### src/sv/ipdd_pkg.sv
package ipdd_pkg;

    localparam int LENGTH_BITS_DEFAULT = 16;
    localparam int OUT_LEN_W           = 16;

    localparam logic [2:0] MARK_LEN = 3'd5;

    localparam logic [7:0] CH_NUL   = 8'h00;
    localparam logic [7:0] CH_PLUS  = 8'h2B;
    localparam logic [7:0] CH_I     = 8'h49;
    localparam logic [7:0] CH_P     = 8'h50;
    localparam logic [7:0] CH_D     = 8'h44;
    localparam logic [7:0] CH_COMMA = 8'h2C;
    localparam logic [7:0] CH_COLON = 8'h3A;
    localparam logic [7:0] CH_0     = 8'h30;
    localparam logic [7:0] CH_9     = 8'h39;

    typedef enum logic [3:0] {
        PH_SEARCH  = 4'b0001,
        PH_DIGITS  = 4'b0010,
        PH_PAYLOAD = 4'b0100,
        PH_DONE    = 4'b1000
    } t_phase;

    typedef enum logic [1:0] {
        KIND_PAYLOAD    = 2'd0,
        KIND_NO_PAYLOAD = 2'd1,
        KIND_CUT_SHORT  = 2'd2
    } t_kind;

    typedef struct packed {
        t_kind                  kind;
        logic [7:0]             payload_byte;
        logic                   payload_last;
        logic [OUT_LEN_W-1:0]   declared_length;
    } t_result;

    // Character expected at each position of the "+IPD," marker.
    function automatic logic [7:0] marker_char(input logic [2:0] pos);
        logic [7:0] c;
        case (pos)
            3'd0:    c = CH_PLUS;
            3'd1:    c = CH_I;
            3'd2:    c = CH_P;
            3'd3:    c = CH_D;
            3'd4:    c = CH_COMMA;
            default: c = CH_PLUS;
        endcase
        return c;
    endfunction

endpackage

### src/sv/ipd_response_deframer.sv
// An accepted item is held in the input register and is parsed while the result buffer is
// not full; its result, if any, is written into the result buffer and offered from there.
// Throughput: one item per cycle while the output is not stalled, set by the parser update and
// a two-entry result buffer that keeps the input open while one result waits.
// Reset (synchronous, active low) returns the parser to marker search and empties buffers.
module ipd_response_deframer
    import ipdd_pkg::*;
#(
    parameter int LENGTH_BITS = LENGTH_BITS_DEFAULT
) (
    input  logic                 i_clk,
    input  logic                 i_rst_n,
    input  logic                 i_valid,
    output logic                 o_stall,
    input  logic [7:0]           i_data_byte,
    input  logic                 i_buffer_end,
    output logic                 o_valid,
    input  logic                 i_stall,
    output logic [1:0]           o_result_kind,
    output logic [7:0]           o_payload_byte,
    output logic                 o_payload_last,
    output logic [OUT_LEN_W-1:0] o_declared_length
);

    logic       r_in_valid;
    logic [7:0] r_in_byte;
    logic       r_in_end;

    t_result    r_slot0, r_slot1;
    logic       r_wr_ptr, r_rd_ptr;
    logic [1:0] r_count;

    logic       full;
    logic       fire;
    logic       accept;
    logic       push;
    logic       pop;
    logic       res_valid;
    t_result    res;
    t_result    head;

    assign full    = (r_count == 2'd2);
    assign fire    = r_in_valid && !full;
    assign o_stall = r_in_valid && full;
    assign accept  = i_valid && !o_stall;

    ipdd_parser #(
        .LENGTH_BITS (LENGTH_BITS)
    ) u_parser (
        .i_clk          (i_clk),
        .i_rst_n        (i_rst_n),
        .i_fire         (fire),
        .i_data_byte    (r_in_byte),
        .i_buffer_end   (r_in_end),
        .o_result_valid (res_valid),
        .o_result       (res)
    );

    assign push = res_valid;
    assign pop  = (r_count != 2'd0) && !i_stall;

    always_ff @(posedge i_clk) begin
        if (!i_rst_n) begin
            r_in_valid <= 1'b0;
        end else if (accept) begin
            r_in_valid <= 1'b1;
        end else if (fire) begin
            r_in_valid <= 1'b0;
        end
    end

    always_ff @(posedge i_clk) begin
        if (accept) begin
            r_in_byte <= i_data_byte;
            r_in_end  <= i_buffer_end;
        end
    end

    always_ff @(posedge i_clk) begin
        if (!i_rst_n) begin
            r_wr_ptr <= 1'b0;
            r_rd_ptr <= 1'b0;
            r_count  <= 2'd0;
        end else begin
            if (push) begin
                r_wr_ptr <= !r_wr_ptr;
            end
            if (pop) begin
                r_rd_ptr <= !r_rd_ptr;
            end
            if (push && !pop) begin
                r_count <= r_count + 2'd1;
            end else if (pop && !push) begin
                r_count <= r_count - 2'd1;
            end
        end
    end

    always_ff @(posedge i_clk) begin
        if (push && !r_wr_ptr) begin
            r_slot0 <= res;
        end
        if (push && r_wr_ptr) begin
            r_slot1 <= res;
        end
    end

    assign head              = r_rd_ptr ? r_slot1 : r_slot0;
    assign o_valid           = (r_count != 2'd0);
    assign o_result_kind     = head.kind;
    assign o_payload_byte    = head.payload_byte;
    assign o_payload_last    = head.payload_last;
    assign o_declared_length = head.declared_length;

endmodule

### src/sv/ipdd_parser.sv
module ipdd_parser
    import ipdd_pkg::*;
#(
    parameter int LENGTH_BITS = LENGTH_BITS_DEFAULT
) (
    input  logic       i_clk,
    input  logic       i_rst_n,
    input  logic       i_fire,
    input  logic [7:0] i_data_byte,
    input  logic       i_buffer_end,
    output logic       o_result_valid,
    output t_result    o_result
);

    t_phase                 r_phase, n_phase;
    logic [2:0]             r_match, n_match;
    logic [LENGTH_BITS-1:0] r_acc,   n_acc;
    logic [LENGTH_BITS-1:0] r_rem,   n_rem;

    logic [2:0]             pos;
    logic [2:0]             next_pos;
    logic [LENGTH_BITS+3:0] acc_wide;
    logic [LENGTH_BITS+3:0] acc_next;
    logic [3:0]             digit;
    logic                   emit;
    logic                   emit_last;
    logic                   delivered;

    always_comb begin
        n_phase   = r_phase;
        n_match   = r_match;
        n_acc     = r_acc;
        n_rem     = r_rem;
        emit      = 1'b0;
        emit_last = 1'b0;

        pos      = (r_match < MARK_LEN) ? r_match : 3'd0;
        next_pos = (i_data_byte == marker_char(pos)) ? pos + 3'd1 :
                   (i_data_byte == CH_PLUS) ? 3'd1 : 3'd0;

        // acc * 10 + digit, by shifts; wraps at the accumulator width.
        digit    = 4'(i_data_byte - CH_0);
        acc_wide = (LENGTH_BITS+4)'(r_acc);
        acc_next = (acc_wide << 3) + (acc_wide << 1) + (LENGTH_BITS+4)'(digit);

        case (r_phase)
            PH_SEARCH: begin
                if (i_data_byte == CH_NUL) begin
                    n_phase = PH_DONE;
                    n_match = 3'd0;
                end else if (next_pos == MARK_LEN) begin
                    n_phase = PH_DIGITS;
                    n_match = 3'd0;
                    n_acc   = '0;
                end else begin
                    n_match = next_pos;
                end
            end
            PH_DIGITS: begin
                if (i_data_byte inside {[CH_0:CH_9]}) begin
                    n_acc = acc_next[LENGTH_BITS-1:0];
                end else if (i_data_byte == CH_COLON && r_acc != '0) begin
                    n_phase = PH_PAYLOAD;
                    n_rem   = r_acc;
                end else begin
                    n_phase = PH_DONE;
                    n_match = 3'd0;
                end
            end
            PH_PAYLOAD: begin
                emit      = 1'b1;
                emit_last = (r_rem <= LENGTH_BITS'(1));
                if (emit_last) begin
                    n_rem   = '0;
                    n_phase = PH_DONE;
                    n_match = 3'd1;
                end else begin
                    n_rem = r_rem - LENGTH_BITS'(1);
                end
            end
            PH_DONE: begin
            end
            default: begin
                n_phase = PH_SEARCH;
            end
        endcase

        // In the finished phase a match position of one flags a full delivery.
        delivered = (n_phase == PH_DONE) && (n_match == 3'd1);

        o_result.payload_byte    = i_data_byte;
        o_result.payload_last    = emit_last;
        o_result.declared_length = OUT_LEN_W'(n_acc);
        o_result.kind            = KIND_PAYLOAD;
        o_result_valid           = 1'b0;
        if (emit) begin
            o_result_valid = i_fire;
            if (i_buffer_end && !emit_last) begin
                o_result.kind = KIND_CUT_SHORT;
            end
        end else if (i_buffer_end && !delivered) begin
            o_result_valid        = i_fire;
            o_result.kind         = KIND_NO_PAYLOAD;
            o_result.payload_byte = 8'h00;
        end

        // Every buffer starts from a clean state.
        if (i_buffer_end) begin
            n_phase = PH_SEARCH;
            n_match = 3'd0;
            n_acc   = '0;
            n_rem   = '0;
        end
    end

    always_ff @(posedge i_clk) begin
        if (!i_rst_n) begin
            r_phase <= PH_SEARCH;
            r_match <= 3'd0;
            r_acc   <= '0;
            r_rem   <= '0;
        end else if (i_fire) begin
            r_phase <= n_phase;
            r_match <= n_match;
            r_acc   <= n_acc;
            r_rem   <= n_rem;
        end
    end

endmodule
### config.mk
export PLATFORM = sky130hd
export DESIGN_NAME = ipd_response_deframer
export DESIGN_NICKNAME = d
export VERILOG_FILES = /design/src/sv/ipdd_pkg.sv /design/src/sv/ipd_response_deframer.sv /design/src/sv/ipdd_parser.sv
export SDC_FILE = /design/constraint.sdc
export NUM_CORES = 1
export LEC_CHECK = 0
export BUFFER_PORTS_ARGS = -buffer_cell sky130_fd_sc_hd__buf_4
export CORE_MARGIN = 4
export CORE_UTILIZATION = 59
export CTS_BUF_LIST = sky130_fd_sc_hd__clkbuf_8
export DETAILED_ROUTE_END_ITERATION = 8
export PLACE_DENSITY = 0.81
export SLEW_MARGIN = 20
export SYNTH_ARGS = -nofsm -noshare
export SYNTH_HDL_FRONTEND = slang
export SYNTH_SLANG_ARGS = --single-unit
### constraint.sdc
create_clock -name i_clk -period 8.6 [get_ports i_clk]
set_input_delay 0.86 -clock i_clk [delete_from_list [all_inputs] [get_ports i_clk]]
set_output_delay 0.86 -clock i_clk [all_outputs]
set_load 0.03 [all_outputs]
==> flow_metrics.tcl <==
set metrics [dict create \
    status "finished clean" \
    h-tree-depth 3 \
    syn2layout_area_growth_pct 11.1 \
    synth_cell_type_count 62 \
    rows 36 \
    async_reset_ff_share_pct 0 \
    p_per_area_nw_per_um2 177 \
    clkTransAtPathRegs_ps 110 \
    finClkSkew_ps 11.1 \
    drc 0 \
    post_cts_resized 0 \
    setup_viol 0 \
    gp_congestion 0.941 \
    setup_ws_ps 4890 \
    design_area_um2 6470 \
    syn_area_um2 5830 \
    synthTopCellsByArea "edfxtp_1 32%, dfxtp_1 15%, ha_1 7.3%, mux2_2 5.2%, nor2_1 4.4%" \
    wl_per_cell_um 17.7 \
    die_w_um 107 \
    cts_hold_buffers 0 \
    crit_start "u_parser.r_match[2]$_SDFFE_PN0P_" \
    overflow 0 \
    antenna_found_initial 0 \
    crit_fanout 6 \
    setup_tns_ps 0 \
    yosys_warnings 0 \
    yosysSeqAreaShare_pct 47.6 \
    tritoncts "done" \
    hpwlAfterDp_mm 9.09 \
    worstMarginPinSlew_ps 1020 \
    cp-end-kind "register" \
    dieArea_um2 11500 \
    rsz0062_at_grt "no" \
    synth_largest_area_cell "edfxtp_1" \
    cts_buffers 9 \
    nNetsFinal 644 \
    dr.pass1.iters 4 \
    num_io_pins 42 \
    synthFlopType "edfxtp_1" \
    hp-class "register to register" \
    arrival_ps 4040 \
    drive_gt1_share_pct 17.5 \
    cts_sinks 107 \
    synth.most_common_cell "nor2_1" \
    p_leak_nw 2.59 \
    place_ws_ps 4930 \
    min_period_ps 3710 \
    hold_start "r_count[1]$_SDFFE_PN0P_" \
    coreArea_um2 9680 \
    fin_cells 733 \
    routed_via_density 6.14 \
    grt_pass1_wl_mm 21.6 \
    initial_core_util_pct 60.2 \
    cts_root_buffer "clkbuf_8" \
    cp-start-kind "register" \
    avgSynthCellArea_um2 10.5 \
    insertion_delay_ps 380 \
    dp_cells 717 \
    postCtsSetupBuffers 0 \
    ant_nets 0 \
    drt-total-wl_mm 13.0 \
    finalPower_mw 1.15 \
    final-max-slew-violation-count 0 \
    path_class "register to register" \
    syn-num-nets 604 \
    grt_pass1_vias 4366 \
    grt_max_degree 33 \
    r2r-start "u_parser.r_match[2]$_SDFFE_PN0P_" \
    timing.max_cap.violations 0 \
    max_slew_margin_pct 31.8 \
    portBuffers 41 \
    clk_path_buf_depth 2 \
    peakVddDrop_mv 0.103 \
    fill_cells 712 \
    gr-usage-all-layers_pct 23.4 \
    yosysTopAreaCellShare_pct 32.5 \
    synthTopCellsByCount "69 x nor2_1, 63 x edfxtp_1, 44 x dfxtp_1" \
    drt_iter0_drc 382 \
    via_count 4503 \
    crit_required_ps 8920 \
    fp.dieH_um 107 \
    hold_violations 0 \
    antenna_cells 0 \
    fmax_mhz 269 \
    finalCritPeriodShare_pct 43.2 \
    syn_inst 555 \
    placed_cell_area_um2 6290 \
    ys_ff_latch 107 \
    synth_edf_count 63 \
]
[critical path: stages (launching register included)]
cell and delay, ps:
dfxtp_1 400, nand2b_1 230, inv_1 100, ha_1 230, or2_2 290, a21oi_2 200
nor4_1 90, or3_4 430, a2111o_1 420, a211oi_2 250, nor2_1 150, ha_1 360
or3_1 380, a21oi_1 140
[power by group]
| group | internal (mW) | switching (mW) | leakage [nW] |
|---|---|---|---|
| clock | 0.111 | 0.184 | 0.0955 |
| combinational | 0.109 | 0.163 | 1.55 |
| sequential | 0.564 | 0.0157 | 0.944 |
| total | 0.785 | 0.363 | 2.59 |
[through the flow]
| step | utilization, % | hold slack [ps] |
|---|---|---|
| final | 66.9 | 528 |
| after global routing | 66.9 | 555 |
| after detailed placement | 65.0 | 503 |
| after global placement | 64.9 | 479 |
| after CTS | 66.9 | 522 |
| after floorplan | - | 452 |
[cell families after synthesis]
logic type / after synthesis / synth area share [%]
and+or+nand+nor: 182 / 16.0
AOI/OAI and AO/OA: 133 / 15.6
DFF: 107 / 47.6
adders and majority gates: 36 / 7.99
buffers and inverters: 35 / 2.30
xor gates and xnor gates: 33 / 4.96
muxes: 29 / 5.56
[layout by cell type, fill, tap and decap left out, drive strengths merged, types with 5 or more instances in the layout]
cell type / count
nor4: 11
mux2: 27
edfxtp: 63
buf: 48
a21o: 7
nor3: 12
nand2b: 9
a22oi: 31
a21oi: 22
nand4: 6
o21a: 5
o21ai: 32
nor2: 69
ha: 34
xnor2: 17
or3: 5
clkbuf: 9
dfxtp: 44
nand3: 8
a22o: 14
nor2b: 11
nand2: 30
xor2: 16
inv: 21
[path summary, 6_finish.rpt]
kind              cells past startpoint                      end  slack, ps
setup / recovery                     13  r_count[1]$_SDFFE_PN0P_       4890
setup reg to reg                     13  r_count[1]$_SDFFE_PN0P_       4890
hold / removal                        2  r_count[1]$_SDFFE_PN0P_        530
hold reg to reg                       2  r_count[1]$_SDFFE_PN0P_        530
[state kept, by name, indices dropped and copies added (netlist names), 2 cells and up]
name,cells
r_in_byte,8
r_slot1,27
u_parser.r_rem,16
r_count,2
u_parser.r_phase,4
u_parser.r_match,3
r_slot0,27
u_parser.r_acc,16
[cell type report]
cell class	count	area [um2]	share of cell area [%]
clock buffer	9	124	1.91
clock inverter	7	60.1	0.928
inverter	16	60.1	0.928
multi-input combinational	413	2930	45.3
sequential	107	2770	42.8
tap	133	166	2.57
timing repair buffer	48	360	5.57
[metal layers]
metal | share of wire, % | up-vias | track usage [%]
li1 | - | 2147 | -
met1 | 44 | 2154 | 33.2
met2 | 48 | 173 | 36.4
met3 | 6.6 | 29 | 5.10
met4 | 1.6 | 0 | 6.76
met5 | 0 | - | 0
No activity file was read; power rests on OpenSTA's default activity.
